==> src/rtl/glyph_cache_atlas_packer_macros.svh <==
// Assertion macros shared by the glyph cache RTL.
// Expects i_clk and i_rst_n in the scope where a macro is used.
`ifndef GLYPH_CACHE_ATLAS_PACKER_MACROS_SVH
`define GLYPH_CACHE_ATLAS_PACKER_MACROS_SVH

// Same-cycle implication, disabled during reset.
`define GCAP_ASSERT_IMP(name, ante, cons, msg) \
    name: assert property (@(posedge i_clk) disable iff (!i_rst_n) (ante) |-> (cons)) \
        else $error(msg);

// Next-cycle implication, disabled during reset.
`define GCAP_ASSERT_NXT(name, ante, cons, msg) \
    name: assert property (@(posedge i_clk) disable iff (!i_rst_n) (ante) |=> (cons)) \
        else $error(msg);

`endif

==> src/rtl/gcap_pkg.sv <==
// Package of the glyph cache: sizes, status codes, slot layout and the
// command and status groups between controller and datapath. No dependencies.
package gcap_pkg;

    // Table size must be a power of two.
    localparam int TABLE_SLOTS = 1024;
    localparam int ATLAS_SIZE  = 512;
    localparam int GLYPH_GAP   = 1;
    localparam int IDX_W       = $clog2(TABLE_SLOTS);
    localparam int CNT_W       = $clog2(TABLE_SLOTS + 1);
    localparam int GLYPH_LIMIT = ATLAS_SIZE - 2 * GLYPH_GAP;

    localparam logic [31:0] HASH_MUL   = 32'd2654435761;
    localparam int          HASH_SHIFT = 8;
    localparam logic [20:0] CP_MAX     = 21'h10FFFF;

    localparam int PEN_W = 11;
    localparam int SUM_W = 13;
    localparam logic [PEN_W-1:0] PEN_MAX = '1;

    typedef enum logic [2:0] {
        ST_HIT        = 3'd0,
        ST_INSERTED   = 3'd1,
        ST_NOT_IN_FONT= 3'd2,
        ST_TOO_LARGE  = 3'd3,
        ST_ATLAS_FULL = 3'd4,
        ST_TABLE_FULL = 3'd5,
        ST_INVALID    = 3'd6,
        ST_CLEARED    = 3'd7
    } t_status;

    typedef enum logic [1:0] {
        SRC_NONE  = 2'd0,
        SRC_MEM   = 2'd1,
        SRC_EMPTY = 2'd2,
        SRC_PEN   = 2'd3
    } t_src;

    typedef enum logic [1:0] {
        INS_ABSENT = 2'd0,
        INS_EMPTY  = 2'd1,
        INS_LARGE  = 2'd2,
        INS_FIT    = 2'd3
    } t_ins;

    typedef struct packed {
        logic [20:0]        code;
        logic [8:0]         ax;
        logic [8:0]         ay;
        logic [8:0]         w;
        logic [8:0]         h;
        logic signed [9:0]  bx;
        logic signed [9:0]  by;
        logic [15:0]        adv;
    } t_slot;

    typedef struct packed {
        logic    in_ready;
        logic    capture;
        logic    clr_start;
        logic    clr_step;
        logic    hash;
        logic    read;
        logic    probe_next;
        logic    shelf;
        logic    write_empty;
        logic    write_pen;
        logic    set_full;
        logic    res_load;
        t_status res_status;
        t_src    res_src;
        logic    emit;
    } t_cmd;

    typedef struct packed {
        logic req_valid;
        logic req_clear;
        logic req_bad;
        logic clr_last;
        logic code_match;
        logic code_empty;
        logic probe_last;
        t_ins ins_kind;
        logic place_full;
        logic out_free;
    } t_stat;

endpackage

==> src/rtl/gcap_ctrl.sv <==
// Controller of the glyph cache: one-hot state machine that sequences
// clearing, hashing, probing and placement. Depends on gcap_pkg and the macros.
`include "glyph_cache_atlas_packer_macros.svh"

module gcap_ctrl (
    input  logic             i_clk,
    input  logic             i_rst_n,
    input  gcap_pkg::t_stat  i_stat,
    output gcap_pkg::t_cmd   o_cmd
);
    import gcap_pkg::*;

    typedef enum logic [7:0] {
        S_CLEAR = 8'b0000_0001,
        S_IDLE  = 8'b0000_0010,
        S_HASH  = 8'b0000_0100,
        S_READ  = 8'b0000_1000,
        S_CHECK = 8'b0001_0000,
        S_INS   = 8'b0010_0000,
        S_PLACE = 8'b0100_0000,
        S_DONE  = 8'b1000_0000
    } t_state;

    t_state r_state, n_state;
    logic   r_clr_item, n_clr_item;

    always_ff @(posedge i_clk) begin
        if (!i_rst_n) begin
            r_state    <= S_CLEAR;
            r_clr_item <= 1'b0;
        end else begin
            r_state    <= n_state;
            r_clr_item <= n_clr_item;
        end
    end

    always_comb begin
        o_cmd      = '0;
        n_state    = r_state;
        n_clr_item = r_clr_item;
        case (r_state)
            S_CLEAR: begin
                o_cmd.clr_step = 1'b1;
                if (i_stat.clr_last) begin
                    if (r_clr_item) begin
                        o_cmd.res_load   = 1'b1;
                        o_cmd.res_status = ST_CLEARED;
                        n_state          = S_DONE;
                    end else begin
                        n_state = S_IDLE;
                    end
                end
            end
            S_IDLE: begin
                o_cmd.in_ready = 1'b1;
                if (i_stat.req_valid) begin
                    o_cmd.capture = 1'b1;
                    if (i_stat.req_clear) begin
                        o_cmd.clr_start = 1'b1;
                        n_clr_item      = 1'b1;
                        n_state         = S_CLEAR;
                    end else if (i_stat.req_bad) begin
                        o_cmd.res_load   = 1'b1;
                        o_cmd.res_status = ST_INVALID;
                        n_state          = S_DONE;
                    end else begin
                        n_state = S_HASH;
                    end
                end
            end
            S_HASH: begin
                o_cmd.hash = 1'b1;
                n_state    = S_READ;
            end
            S_READ: begin
                o_cmd.read = 1'b1;
                n_state    = S_CHECK;
            end
            S_CHECK: begin
                if (i_stat.code_match) begin
                    o_cmd.res_load   = 1'b1;
                    o_cmd.res_status = ST_HIT;
                    o_cmd.res_src    = SRC_MEM;
                    n_state          = S_DONE;
                end else if (i_stat.code_empty) begin
                    n_state = S_INS;
                end else if (i_stat.probe_last) begin
                    o_cmd.res_load   = 1'b1;
                    o_cmd.res_status = ST_TABLE_FULL;
                    n_state          = S_DONE;
                end else begin
                    o_cmd.probe_next = 1'b1;
                    n_state          = S_READ;
                end
            end
            S_INS: begin
                n_state = S_DONE;
                case (i_stat.ins_kind)
                    INS_ABSENT: begin
                        o_cmd.res_load   = 1'b1;
                        o_cmd.res_status = ST_NOT_IN_FONT;
                    end
                    INS_EMPTY: begin
                        o_cmd.write_empty = 1'b1;
                        o_cmd.res_load    = 1'b1;
                        o_cmd.res_status  = ST_INSERTED;
                        o_cmd.res_src     = SRC_EMPTY;
                    end
                    INS_LARGE: begin
                        o_cmd.res_load   = 1'b1;
                        o_cmd.res_status = ST_TOO_LARGE;
                    end
                    default: begin
                        o_cmd.shelf = 1'b1;
                        n_state     = S_PLACE;
                    end
                endcase
            end
            S_PLACE: begin
                o_cmd.res_load = 1'b1;
                n_state        = S_DONE;
                if (i_stat.place_full) begin
                    o_cmd.set_full   = 1'b1;
                    o_cmd.res_status = ST_ATLAS_FULL;
                end else begin
                    o_cmd.write_pen  = 1'b1;
                    o_cmd.res_status = ST_INSERTED;
                    o_cmd.res_src    = SRC_PEN;
                end
            end
            S_DONE: begin
                if (i_stat.out_free) begin
                    o_cmd.emit = 1'b1;
                    n_clr_item = 1'b0;
                    n_state    = S_IDLE;
                end
            end
            default: begin
                n_state = S_IDLE;
            end
        endcase
    end

    `GCAP_ASSERT_NXT(a_clear_starts_sweep, r_state == S_IDLE && i_stat.req_valid && i_stat.req_clear, r_state == S_CLEAR && r_clr_item, "accepted clear did not start the sweep")
    `GCAP_ASSERT_NXT(a_hit_completes, r_state == S_CHECK && i_stat.code_match, r_state == S_DONE, "hit did not complete")
    `GCAP_ASSERT_IMP(a_write_in_place, o_cmd.write_empty || o_cmd.write_pen, r_state == S_INS || r_state == S_PLACE, "slot written outside placement")
    `GCAP_ASSERT_IMP(a_emit_only_free, o_cmd.emit, i_stat.out_free && r_state == S_DONE, "result emitted into a busy output")

endmodule

==> config.mk <==
export PLATFORM = sky130hd
export DESIGN_NAME = gcap_ctrl
export DESIGN_NICKNAME = d
export VERILOG_FILES = /design/src/rtl/gcap_pkg.sv /design/src/rtl/gcap_ctrl.sv
export VERILOG_INCLUDE_DIRS = /design/src /design/src/rtl
export SDC_FILE = /design/constraint.sdc
export NUM_CORES = 1
export LEC_CHECK = 0
export ABC_CLOCK_PERIOD_IN_PS = 1700
export BUFFER_PORTS_ARGS = -buffer_cell sky130_fd_sc_hd__buf_2
export CORE_MARGIN = 2
export CORE_UTILIZATION = 30
export DETAILED_ROUTE_END_ITERATION = 8
export HOLD_SLACK_MARGIN = 0.1
export PLACE_DENSITY = 0.58
export REMOVE_ABC_BUFFERS = 1
export SLEW_MARGIN = 20
export SYNTH_ARGS = -nofsm -noshare
export SYNTH_HDL_FRONTEND = slang
export SYNTH_SLANG_ARGS = --single-unit
==> constraint.sdc <==
create_clock -name i_clk -period 1.7 [get_ports i_clk]
set_input_delay 0.085 -clock i_clk [delete_from_list [all_inputs] [get_ports i_clk]]
set_output_delay 0.085 -clock i_clk [all_outputs]
set_load 0.1 [all_outputs]
## Word level (Yosys, flattened, before mapping)

Cells that the tools add are included.

- Logic and storage cells: 69
- Output and inout bits: 18
- Flip-flop bits (word level): 9
- Input port bits: 13

- Equal/unequal tests: 14
- Mux-type cells: 48
- Reduce and logical (&&, ||, !) cells: 5

Operators by type and width:

| operator | number |
|---|---|
| $mux 8 | 10 |
| $pmux 8 s8 | 1 |
| $mux 4 | 8 |
| $pmux 4 s5 | 1 |
| $mux 1 | 18 |
| $pmux 4 s3 | 1 |
| $mux 2 | 5 |
| $eq 8x1->1 const B | 1 |
| $eq 8x2->1 const B | 1 |
| $eq 8x3->1 const B | 1 |
| $eq 8x4->1 const B | 1 |
| $eq 8x5->1 const B | 1 |
| $eq 8x6->1 const B | 1 |
| $eq 8x7->1 const B | 1 |
| $eq 8x8->1 const B | 1 |
| $ne 2x2->1 const B | 4 |
| $mux 3 | 2 |
| $pmux 2 s3 | 1 |
| $reduce_and 4->1 | 1 |
| $reduce_and 3->1 | 1 |
| $reduce_or 3->1 | 1 |
| $eq 2x1->1 const B | 1 |
| $eq 2x2->1 const B | 1 |
| $logic_not 2->1 | 1 |
| 2 further kinds | 2 |

## Logic depth before layout (Yosys ltp)

Gate-level depths: netlist of the first run.

- Depth in word-level cells: 4
- Gate-level depth with buffers: 5
- Mapped depth without buffers: 4

## Least setup slack after synthesis of the first run

OpenSTA, ideal clock, no wires.

- Path type: register to register
- From: reg r_state[2]
- To: reg r_clr_item
- Arrival: 3.926 ns
- Data required time: 1.403 ns
- Cell stages (with the launch flop): 4
- Setup slack: -2.523 ns
- Setup time: 0.297 ns
- Path buffers: 0
- Path through: dfxtp_1 or4_1 nor4_1 a211oi_2

- Word-level cells in the longest chain between the ends: 3

RTL lines:

| element | RTL line | text |
|---|---|---|
| start: declaration | gcap_ctrl.sv:24 | `t_state r_state, n_state;` |
| start signal: assignment | gcap_ctrl.sv:32 | `r_state <= n_state;` |
| $eq 8x2->1 or $eq 8x8->1 (tied branches) | gcap_ctrl.sv:41 | `case (r_state)` |
| $ne 2x2->1 (no line) or $reduce_bool 2->1 (tied branches) | n/a |  |
| $reduce_and 4->1 (no line) | n/a |  |
| end signal: assignment | gcap_ctrl.sv:33 | `r_clr_item <= n_clr_item;` |
| end: declaration | gcap_ctrl.sv:25 | `logic r_clr_item, n_clr_item;` |

Parallel ways exist; a longest one is shown, timed or not.
A chain may end at the register's enable or synchronous reset.

==> results of run 1 <==
==> Yosys cell counts (3+ instances only) <==
master and count:
inv_1 10, nand2_1 4, ha_1 4, nor2_1 9, nand3_1 4, dfxtp_1 9, nand2b_1 3, nor3_1 3
==> power groups by stage <==
stage	Sequential [mW]	Clock [mW]	Combinational (mW)
5_1_grt	0.228	0.180	0.391
4_1_cts	0.224	0.176	0.318
6_report	0.228	0.173	0.378
3_3_place_gp	0.227	0	0.261
3_5_place_dp	0.228	0	0.266
2_1_floorplan	0.229	0	0.146
==> layer usage <==
layer | wire length (um) | GRT usage (%) | up-vias | share of wire [%]
met5 | 0 | 0 | - | 0
met4 | 116 | 18.4 | 0 | 3.2
met3 | 139 | 3.39 | 10 | 3.8
met2 | 2070 | 48.1 | 40 | 57
met1 | 1330 | 25.6 | 520 | 36
li1 | - | - | 497 | -
==> stage by stage <==
| stage | setup TNS [ns] | instance area [sq um] | setup slack [ns] | utilization [%] |
|---|---|---|---|---|
| 4_1_cts | -5.33 | 1690 | -0.399 | 74.1 |
| 2_1_floorplan | -28.31 | 731 | -2.52 | - |
| 3_3_place_gp | -0.866 | 1380 | -0.156 | 60.7 |
| 3_5_place_dp | -1.29 | 1380 | -0.218 | 60.7 |
| 6_report | -5.64 | 1830 | -0.430 | 80.3 |
| 5_1_grt | -6.63 | 1830 | -0.455 | 80.3 |
==> repair_timing <==
action                                 4_1_cts  5_1_grt
endpoints found under the hold margin        3        0
pin swaps                                   17       17
buffers inserted                            12       10
gates resized for setup                     39       25
cloned                                       0        0
hold buffers                                 3        0
setup endpoints to repair                   21       25
==> registers in the layout (all words and copies together) (netlist names) <==
signal and flops:
r_clr_item 1, r_state 8
==> final timing paths <==
path,from,endpoint,depth (start not counted)
worst max-delay path,r_state[1],o_cmd[6],8
worst min-delay path,i_stat[5],r_state[5],2
worst max register to register,r_state[1],r_state[7],8
worst min register to register,r_clr_item,r_clr_item,2
==> cell type report <==
| cell class | instances | area, sq um | share of cell area [%] |
|---|---|---|---|
| Clock buffer | 4 | 26.3 | 1.44 |
| Timing Repair Buffer | 78 | 845 | 46.2 |
| Sequential cell | 9 | 185 | 10.1 |
| Tap cell | 28 | 35.0 | 1.92 |
| Multi-Input combinational cell | 70 | 699 | 38.3 |
| Inverter | 10 | 37.5 | 2.05 |
==> cells by family (layout without fill, tap and decap cells) <==
logic type,Yosys count,after routing,synth area share (%)
fa+ha+maj,4,4,6.80
simple gates,47,47,42.3
flops,9,9,24.5
buf+inv,11,92,5.78
compound gates,17,17,18.2
xor+xnor,2,2,2.38
==> summary.md, run 1 <==
| Metric | Value |
|---|---|
| Antenna Nets Post-Route | `0` |
| Sequential area share after synthesis | `between 20 and 25%` |
| Fmax | `0.469 GHz` |
| Initial Util | `approximately 32%` |
| Comb pwr share | `slightly below 50%` |
| Worst Max-Slew Pin Slew | `0.323 ns` |
| Fin cells | `around 200` |
| Unique masters post-synth | `43` |
| Max cap viols | `0` |
| Most Frequent Cell on Critical Path | `buf_6` |
| Area grow syn2layout | `148%` |
| Area leader, netlist | `dfxtp_1` |
| Hold Path Class | `input port to flop` |
| DRC viols | `0` |
| Minimum clock period | `~2.1 ns` |
| Largest stage delay, worst path | `roughly 0.34 ns` |
| TritonCTS clock tree | `yes` |
| Period utilization | `125%` |
| YS warnings | `0` |
| Antenna diodes | `0` |
| Main synth FF type | `dfxtp_1` |
| DP Cell Count | `about 170` |
| Post-synth EDFFs | `0` |
| Core Rows | `17` |
| CTS buffer count | `3` |
| Critical Path RT | `1.62 ns` |
| Synthesized area per cell | `8.17 sq um` |
| Crit path cell chain | `buf_6, nor4_4, buf_4, buf_6, nand4b_1, o21a_1, nand3_2, buf_12` |
| Skew-Pair Late Insertion Delay | `about 0.27 ns` |
| Slew HR | `78.4%` |
| Vias per inst | `5.36` |
| Sequential Power Share | `between 20% and 30%` |
| Final worst setup slack | `-0.430 ns` |
| Core area | `2280 sq um` |
| Netlist Area Pre-Place | `around 740 sq um` |
| All-Layer GR Usage | `25.7%` |
| CTS Sinks | `9` |
| Synth top area share | `24.5%` |
| Clock Power Share | `22.2%` |
| Int Power | `~0.48 mW` |
| Total routed wirelength | `3650 um` |
| 1st-pass router iterations | `4` |
| Sw frac | `about 39%` |
| Critical path buffers and inverters | `4` |
| Failing checks | `setup timing` |
| Tot Pwr | `between 0.7 and 0.8 mW` |
| Synth Instances | `90` |
| Post-synth ARST share | `0%` |
| Root Buffer | `clkbuf_4` |
| Largest net degree at the start of global routing | `7` |
| Post-DP HPWL | `around 2100 um` |
| Maximum clock insertion buffer count | `2` |
| Final Wtd Congestion | `roughly 0.84` |
| Die footprint | `2860 sq um` |
| Layout cells sized above 1 | `around 70%` |
| Final Hold Fails | `0` |
| Detailed-route via count | `1067` |
| Initial DRC count | `9` |
| Final nets | `about 190` |
| PortBufs | `30` |
| CP endpoint kind | `output pin` |
| Clock Pin Slew Worst Setup and Hold Paths | `about 0.07 ns` |
| FF-to-FF setup slack | `-0.13 ns` |
| Critical path's top delay family | `simple AND/OR/NAND/NOR gates` |
| CP Launch Type | `flop` |
| Peak supply drop | `around 0.00046 V` |
| Die span in y | `roughly 54 um` |
| Critical path data arrival time | `2.05 ns` |
| Most common cell after layout, fill and taps aside | `buf_4` |
| Vias in the first global route | `around 1200` |
| First-pass GRT wire length | `between 5000 and 6000 um` |
| Number of setup violations in the final report | `24` |
| Dominant cells by area after synthesis | `dfxtp_1 24%, ha_1 6.8%, inv_1 5.1%` |
| Final worst hold slack | `approximately 0.16 ns` |
| Total grt overflow | `0` |
| Initial antenna violation count | `0` |
| # IOs | `31` |
| Die Width | `around 54 um` |
| Max FO, Critical Path | `3` |
| Synthesized flop and latch total | `9` |
| Clock skew | `roughly 0.011 ns` |
| Final slew viol count | `0` |
| Wire per inst | `~18 um` |
| NetSw | `0.302 mW` |
| Leakage | `about 0.86 nW` |
| WS Path Type | `flop to output pin` |
| H-tree Lvls | `1` |
| Status | `finished, violations left` |
| Slowest CP cell | `dfxtp_2` |
| Cell Pwr Density | `around 430 nW/um^2` |
| Most frequent cells in the layout | `30 x buf_4, 18 x buf_12, 15 x buf_6` |
| RSZ-0062 raised after global routing | `true` |
| Fillers | `roughly 140` |
No activity file was read; power rests on OpenSTA's default activity.
==> run 2, diff against run 1 <==
Settings changed: GPL_TIMING_DRIVEN set to 0.
==> run 2 against run 1 <==
- the run still ends with setup timing left
- register-to-register slack got worse by 0.11 ns
- largest cell class is now multi-input gates
- flip-flop and latch count did not move
- cell area is 15% lower
- wire length decreased by 24%
- largest power group unchanged
- clock skew shrank 0.0039 ns
- die area is the same
- via count fell by 14%
==> summary.md, run 2 (synthesis gave the netlist of run 1 again) <==
| Metric | Value |
|---|---|
| Status | `finished, violations left (unchanged)` |
| Failing checks | `setup timing (unchanged)` |
| Final Wtd Congestion | `0.752 (was 0.842)` |
| Clock skew | `0.00689 ns (was 0.0107 ns)` |
| NetSw | `0.281 mW (was 0.302 mW)` |
| Die Width | `53.5 um (unchanged)` |
| CP Launch Type | `flop (unchanged)` |
| Int Power | `0.451 mW (was 0.477 mW)` |
| Critical path data arrival time | `2.00 ns (was 2.05 ns)` |
| Final nets | `163 (was 189)` |
| Antenna diodes | `0 (unchanged)` |
| TritonCTS clock tree | `yes (unchanged)` |
| First-pass GRT wire length | `4180 um (was 5120 um)` |
| Fillers | `166 (was 137)` |
| DRC viols | `0 (unchanged)` |
| Total grt overflow | `0 (unchanged)` |
| Minimum clock period | `2.08 ns (was 2.13 ns)` |
| Setup TNS | `-3.52 ns (was -5.64 ns)` |
| Skew-Pair Late Insertion Delay | `0.27 ns (about the same)` |
| PortBufs | `30 (unchanged)` |
| WS Path Type | `flop to output pin (unchanged)` |
| Most frequent cells in the layout | `14 x buf_12, 12 x buf_2, 12 x buf_4 (was 30 x buf_4, 18 x buf_12, 15 x buf_6)` |
| Comb pwr share | `44.4% (was 48.6%)` |
| Placed Area | `916 sq um (was 1380 sq um)` |
| Maximum clock insertion buffer count | `2 (unchanged)` |
| Initial antenna violation count | `0 (unchanged)` |
| Reg with most FFs | `r_state (unchanged)` |
| Die footprint | `2860 sq um (unchanged)` |
| Critical Path RT | `1.62 ns (about the same)` |
| Most common cell after layout, fill and taps aside | `buf_12 (was buf_4)` |
| Sequential Power Share | `31.8% (was 29.3%)` |
| Largest registers | `r_state: 8 flops, r_clr_item: 1 flops (unchanged)` |
| Die span in y | `53.5 um (unchanged)` |
| Final Cell Area | `1550 sq um (was 1830 sq um)` |
| Antenna Nets Post-Route | `0 (unchanged)` |
| Vias in the first global route | `933 (was 1159)` |
| Post-Route Utilization | `68.1% (was 80.3%)` |
| # IOs | `31 (unchanged)` |
| H-tree Lvls | `1 (unchanged)` |
| Largest net degree at the start of global routing | `8 (was 7)` |
| Initial DRC count | `21 (was 9)` |
| CTS Sinks | `9 (unchanged)` |
| Tot Pwr | `0.732 mW (was 0.778 mW)` |
| Number of setup violations in the final report | `22 (was 24)` |
| Hold Path Class | `input port to flop (unchanged)` |
| Slew HR | `78.2% (was 78.4%)` |
| CP endpoint kind | `output pin (unchanged)` |
| Final worst setup slack | `-0.381 ns (was -0.430 ns)` |
| Max FO, Critical Path | `5 (was 3)` |
| Post-DP HPWL | `1610 um (was 2110 um)` |
| Vias per inst | `5.33 (was 5.36)` |
| Cell Pwr Density | `472 nW/um^2 (was 426 nW/um^2)` |
| All-Layer GR Usage | `20.6% (was 25.7%)` |
| Initial Util | `32.3% (unchanged)` |
| Worst Max-Slew Pin Slew | `0.327 ns (was 0.323 ns)` |
| Peak supply drop | `0.000325 V (was 0.000460 V)` |
| Core area | `2280 sq um (unchanged)` |
| 1st-pass router iterations | `4 (unchanged)` |
| Layout cells sized above 1 | `62.1% (was 69.0%)` |
| Period utilization | `122% (was 125%)` |
| Core Rows | `17 (unchanged)` |
| Root Buffer | `clkbuf_4 (unchanged)` |
| Area grow syn2layout | `111% (was 148%)` |
| Total routed wirelength | `2760 um (was 3650 um)` |
| Leakage | `0.695 nW (was 0.861 nW)` |
| Fmax | `0.481 GHz (was 0.469 GHz)` |
| Clock Power Share | `23.9% (was 22.2%)` |
| Max cap viols | `0 (unchanged)` |
| Wire per inst | `15.9 um (was 18.3 um)` |
| Max reg flops | `8 (unchanged)` |
| RSZ-0062 raised after global routing | `true (unchanged)` |
| Clock Pin Slew Worst Setup and Hold Paths | `0.06 ns (was 0.07 ns)` |
| Sw frac | `38.4% (was 38.8%)` |
| Final Hold Fails | `0 (unchanged)` |
| Final slew viol count | `0 (unchanged)` |
| Detailed-route via count | `922 (was 1067)` |
| CTS buffer count | `3 (unchanged)` |
## run 2: cell type report
class                   instances  area, sq um  area share, %
clock buffers                   4         26.3           1.69
inverters                      10         37.5           2.42
multi-input cells              70          667           43.0
flip-flops and latches          9          193           12.4
well taps                      28         35.0           2.26
repair buffers                 52          592           38.2
## run 2: final timing paths
| path | from | to | slack [ns] | depth (start not counted) |
|---|---|---|---|---|
| setup / recovery | r_state[7] | o_cmd[5] | -0.38 | 5 |
| hold / removal | i_stat[5] | r_state[5] | 0.11 | 2 |
| setup reg to reg | r_state[7] | r_clr_item | -0.24 | 7 |
| hold reg to reg | r_clr_item | r_clr_item | 0.54 | 2 |
## run 2: layer usage
metal | global-route usage [%] | up-vias | wire length (um) | part of all wire, %
met2 | 35.4 | 24 | 1480 | 54
li1 | - | 448 | - | -
met4 | 10.3 | 0 | 53 | 1.9
met1 | 24.4 | 446 | 1100 | 40
met3 | 3.67 | 4 | 132 | 4.8
met5 | 0 | - | 0 | 0
## run 2: repair_timing
item,CTS,global route
resized for setup,81,35
setup endpoints to repair,22,25
hold buffers,3,0
endpoints found under the hold margin,3,0
pin swaps,10,12
buffers inserted,14,6
gates cloned,0,0
## run 2: worst max-delay path, cell delays in order, from the launching register on
cell and delay, ns:
dfxtp_2 0.34, or4_4 0.59, nor3_4 0.20, a32o_2 0.24, a311o_1 0.17, buf_12 0.18
## run 2: power by group through the flow
stage / registers (mW) / clock network, mW / logic (mW)
after floorplan: 0.229 / 0 / 0.146
after global placement: 0.231 / 0 / 0.190
after detailed placement: 0.232 / 0 / 0.191
after CTS: 0.229 / 0.174 / 0.287
after global routing: 0.234 / 0.188 / 0.342
final: 0.233 / 0.175 / 0.325
## run 2: through the flow
| step | hold WS [ns] | std cells | setup WS (ns) |
|---|---|---|---|
| after floorplan | 0.156 | 89 | -2.52 |
| after global placement | 0.298 | 147 | -0.431 |
| after detailed placement | 0.301 | 147 | -0.457 |
| after CTS | 0.110 | 168 | -0.376 |
| after global routing | 0.128 | 173 | -0.423 |
| final | 0.107 | 173 | -0.381 |
==> run 3, diff against run 2 <==
Settings changed: ABC_AREA set to 1, PLACE_DENSITY 0.58 to 0.57.
==> run 3 against run 2 <==
- the run still ends with setup timing left
- total power is essentially flat
- clock skew decreased by 0.0045 ns
- cell count increased by 21%
- critical endpoint is now o_cmd[11]
- non-clock buffer count is 11 lower
- worst hold slack improved by 0.0015 ns
- synthesized cell count increased by 48%
==> summary.md, run 3 <==
| Metric | Value |
|---|---|
| H-tree Lvls | `1 (unchanged)` |
| Commonest cells in the netlist | `25 x nand2_1, 24 x inv_1, 17 x nor2_1 (was 10 x inv_1, 9 x dfxtp_1, 9 x nor2_1)` |
| WS Path Type | `flop to output pin (unchanged)` |
| Skew-Pair Late Insertion Delay | `0.27 ns (about the same)` |
| Sequential area share after synthesis | `21.7% (was 24.5%)` |
| Max reg flops | `8 (unchanged)` |
| Hold path startpoint | `i_stat[8] (was i_stat[5])` |
| Leakage | `0.713 nW (was 0.695 nW)` |
| Core area | `2690 sq um (was 2280 sq um)` |
| Number of setup violations in the final report | `1 (was 22)` |
| Worst Max-Slew Pin Slew | `0.484 ns (was 0.327 ns)` |
| Wire per inst | `11.3 um (was 15.9 um)` |
| Fmax | `0.587 GHz (was 0.481 GHz)` |
| Critical path's top delay family | `simple AND/OR/NAND/NOR gates (unchanged)` |
| Critical path buffers and inverters | `3 (was 1)` |
| Post-synth EDFFs | `0 (unchanged)` |
| Core Rows | `19 (was 17)` |
| Dominant cells by area after synthesis | `dfxtp_1 22%, nand2_1 11%, inv_1 11% (was dfxtp_1 24%, ha_1 6.8%, inv_1 5.1%)` |
| Total routed wirelength | `2350 um (was 2760 um)` |
| Area grow syn2layout | `58.3% (was 111%)` |
| Hold depth | `4 (was 2)` |
| Die span in y | `56.6 um (was 53.5 um)` |
| Slew HR | `68.0% (was 78.2%)` |
| Area leader, netlist | `dfxtp_1 (unchanged)` |
| Critical path data arrival time | `1.62 ns (was 2.00 ns)` |
| Reg with most FFs | `r_state (unchanged)` |
| Comb pwr share | `43.5% (was 44.4%)` |
| CP Launch Type | `flop (unchanged)` |
| Die footprint | `3210 sq um (was 2860 sq um)` |
| Synth Instances | `133 (was 90)` |
| Cell Pwr Density | `557 nW/um^2 (was 472 nW/um^2)` |
| Final Hold Fails | `0 (unchanged)` |
| Crit path cell chain | `nor2_2, nand2_2, inv_4, nand2_4, nor2_4, inv_2, nor3_4, buf_12 (was or4_4, nor3_4, a32o_2, a311o_1, buf_12)` |
| Sequential Power Share | `31.7% (was 31.8%)` |
| CP endpoint kind | `output pin (unchanged)` |
| Hold EP | `r_state[2] (was r_state[5])` |
| Largest registers | `r_state: 8 flops, r_clr_item: 1 flops (unchanged)` |
| # IOs | `31 (unchanged)` |
| Failing checks | `setup timing (unchanged)` |
| Peak supply drop | `0.000487 V (was 0.000325 V)` |
| Final nets | `196 (was 163)` |
| Clock skew | `0.00239 ns (was 0.00689 ns)` |
| Initial DRC count | `25 (was 21)` |
| Max FO, Critical Path | `7 (was 5)` |
| Period utilization | `100% (was 122%)` |
| Final worst setup slack | `-0.00348 ns (was -0.381 ns)` |
| Final Cell Area | `1320 sq um (was 1550 sq um)` |
| Unique masters post-synth | `21 (was 43)` |
| Count leader, synth | `nand2_1 (was inv_1)` |
| Worst r2r path cells | `10 (was 7)` |
| Worst reg2reg path endpoint | `r_state[3] (was r_clr_item)` |
| CTS Sinks | `9 (unchanged)` |
| RSZ-0062 raised after global routing | `true (unchanged)` |
| Slowest CP cell | `dfxtp_2 (was or4_4)` |
| Final worst hold slack | `0.108 ns (was 0.107 ns)` |
| Main synth FF type | `dfxtp_1 (unchanged)` |
| Max cap viols | `0 (unchanged)` |
| Synthesized flop and latch total | `9 (unchanged)` |
| Largest net degree at the start of global routing | `9 (was 8)` |
| Status | `finished, violations left (unchanged)` |
| Sw frac | `44.4% (was 38.4%)` |
| Post-synth ARST share | `0% (unchanged)` |
| PortBufs | `30 (unchanged)` |
| Largest stage delay, worst path | `0.35 ns (was 0.59 ns)` |
| Die Width | `56.6 um (was 53.5 um)` |
| Vias per inst | `4.63 (was 5.33)` |
| DRC viols | `0 (unchanged)` |
| 1st-pass router iterations | `4 (unchanged)` |
| YS warnings | `0 (unchanged)` |
| Final slew viol count | `0 (unchanged)` |
| Detailed-route via count | `967 (was 922)` |
| Root Buffer | `clkbuf_4 (unchanged)` |
| Minimum clock period | `1.70 ns (was 2.08 ns)` |
| Antenna diodes | `0 (unchanged)` |
| Post-DP HPWL | `1670 um (was 1610 um)` |
| Layout cells sized above 1 | `51.1% (was 62.1%)` |
| FF-to-FF setup slack | `0.26 ns (was -0.24 ns)` |
| Clock Power Share | `24.8% (was 23.9%)` |
| TritonCTS clock tree | `yes (unchanged)` |
| Total grt overflow | `0 (unchanged)` |
| Hold Path Class | `input port to flop (unchanged)` |
| Synthesized area per cell | `6.25 sq um (was 8.17 sq um)` |
| Placed Area | `1020 sq um (was 916 sq um)` |
| Synth top area share | `21.7% (was 24.5%)` |
| All-Layer GR Usage | `13.9% (was 20.6%)` |
| Worst setup path start | `r_state[1] (was r_state[7])` |
| First-pass GRT wire length | `3550 um (was 4180 um)` |
| CTS buffer count | `3 (unchanged)` |
| Most frequent cells in the layout | `21 x nand2_1, 21 x inv_1, 16 x buf_2 (was 14 x buf_12, 12 x buf_2, 12 x buf_4)` |
| Fillers | `289 (was 166)` |
| Vias in the first global route | `892 (was 933)` |
| Initial Util | `30.9% (was 32.3%)` |
| Initial antenna violation count | `0 (unchanged)` |
| Critical Path RT | `1.62 ns (about the same)` |
| Netlist Area Pre-Place | `831 sq um (was 736 sq um)` |
| Maximum clock insertion buffer count | `2 (unchanged)` |
| Worst r2r src | `r_state[1] (was r_state[7])` |
| Final Wtd Congestion | `0.808 (was 0.752)` |
| Clock Pin Slew Worst Setup and Hold Paths | `0.07 ns (was 0.06 ns)` |
| NetSw | `0.325 mW (was 0.281 mW)` |
| Int Power | `0.407 mW (was 0.451 mW)` |
| Antenna Nets Post-Route | `0 (unchanged)` |
-- run 3: changes by cell type in the layout (fill, tap and decap cells not counted), moves of 4 or more --
cell     before  now
nand3_1       3   11
inv_2         1   10
nor3_1        0    4
buf_6         8    1
nand2_2       2    7
nor2_2        2    6
nor2_4        2    6
buf_12       14    3
inv_1         9   21
buf_2        12   16
nor2_1        5   13
nand2_1       3   21
-- run 3: worst max-delay path by stage --
stage | to | depth (start not counted)
2_1_floorplan | r_clr_item | 4
3_3_place_gp | o_cmd[4] | 8
3_5_place_dp | o_cmd[4] | 8
4_1_cts | o_cmd[4] | 8
5_1_grt | o_cmd[11] | 8
6_report | o_cmd[11] | 8
-- run 3: layout make-up --
| type | instances | area, sq um | area share [%] |
|---|---|---|---|
| Clock buffer | 4 | 26.3 | 2.00 |
| Inverter | 32 | 123 | 9.32 |
| Multi-Input combinational cell | 92 | 594 | 45.2 |
| Sequential cell | 9 | 190 | 14.5 |
| Tap cell | 31 | 38.8 | 2.95 |
| Timing Repair Buffer | 41 | 343 | 26.1 |
-- run 3: logic make-up (layout without fill, tap and decap cells) --
logic type,count (synthesis),after routing,synth area share (%)
flip-flops,9,9,21.7
AO/OA/AOI/OAI,6,6,4.52
buffers and inverters,32,77,14.8
adder cells (fa/ha/maj),4,4,6.02
AND/OR/NAND/NOR,82,82,53.0
-- run 3: power by group through the flow --
stage | Sequential [mW] | Clock, mW | Combinational, mW
final | 0.232 | 0.182 | 0.319
after global routing | 0.233 | 0.198 | 0.342
after CTS | 0.229 | 0.180 | 0.276
after detailed placement | 0.234 | 0 | 0.263
after global placement | 0.233 | 0 | 0.260
after floorplan | 0.232 | 0 | 0.209
-- run 3: tightest hold or removal path, cell delays in order --
cell	delay (ns)
buf_2	0.09
nor3_1	0.05
nand3_1	0.08
nor2_1	0.04
-- run 3: routing by layer --
| layer | vias up | wire [um] | track usage (%) |
|---|---|---|---|
| li1 | 500 | - | - |
| met1 | 438 | 982 | 16.6 |
| met2 | 25 | 1220 | 23.9 |
| met3 | 4 | 126 | 3.92 |
| met4 | 0 | 26 | 4.42 |
| met5 | - | 0 | 0 |
-- run 3: timing repair --
action,4_1_cts,5_1_grt
buffers inserted,0,9
hold buffers,2,0
setup endpoints to repair,11,17
hold endpoints to repair,1,0
resized for setup,21,45
pin swaps,0,11
-- run 3: through the flow --
| stage | setup TNS (ns) | total power, mW | cells | setup slack (ns) | util (%) |
|---|---|---|---|---|---|
| final | -0.00348 | 0.732 | 209 | -0.00348 | 49.0 |
| after global routing | -0.277 | 0.773 | 209 | -0.0761 | 49.0 |
| after CTS | -0.0384 | 0.684 | 200 | -0.0361 | 42.1 |
| after detailed placement | 0 | 0.497 | 194 | 0.0845 | 38.0 |
| after global placement | 0 | 0.494 | 194 | 0.0799 | 38.0 |
| after floorplan | -10.85 | 0.441 | 133 | -1.96 | - |
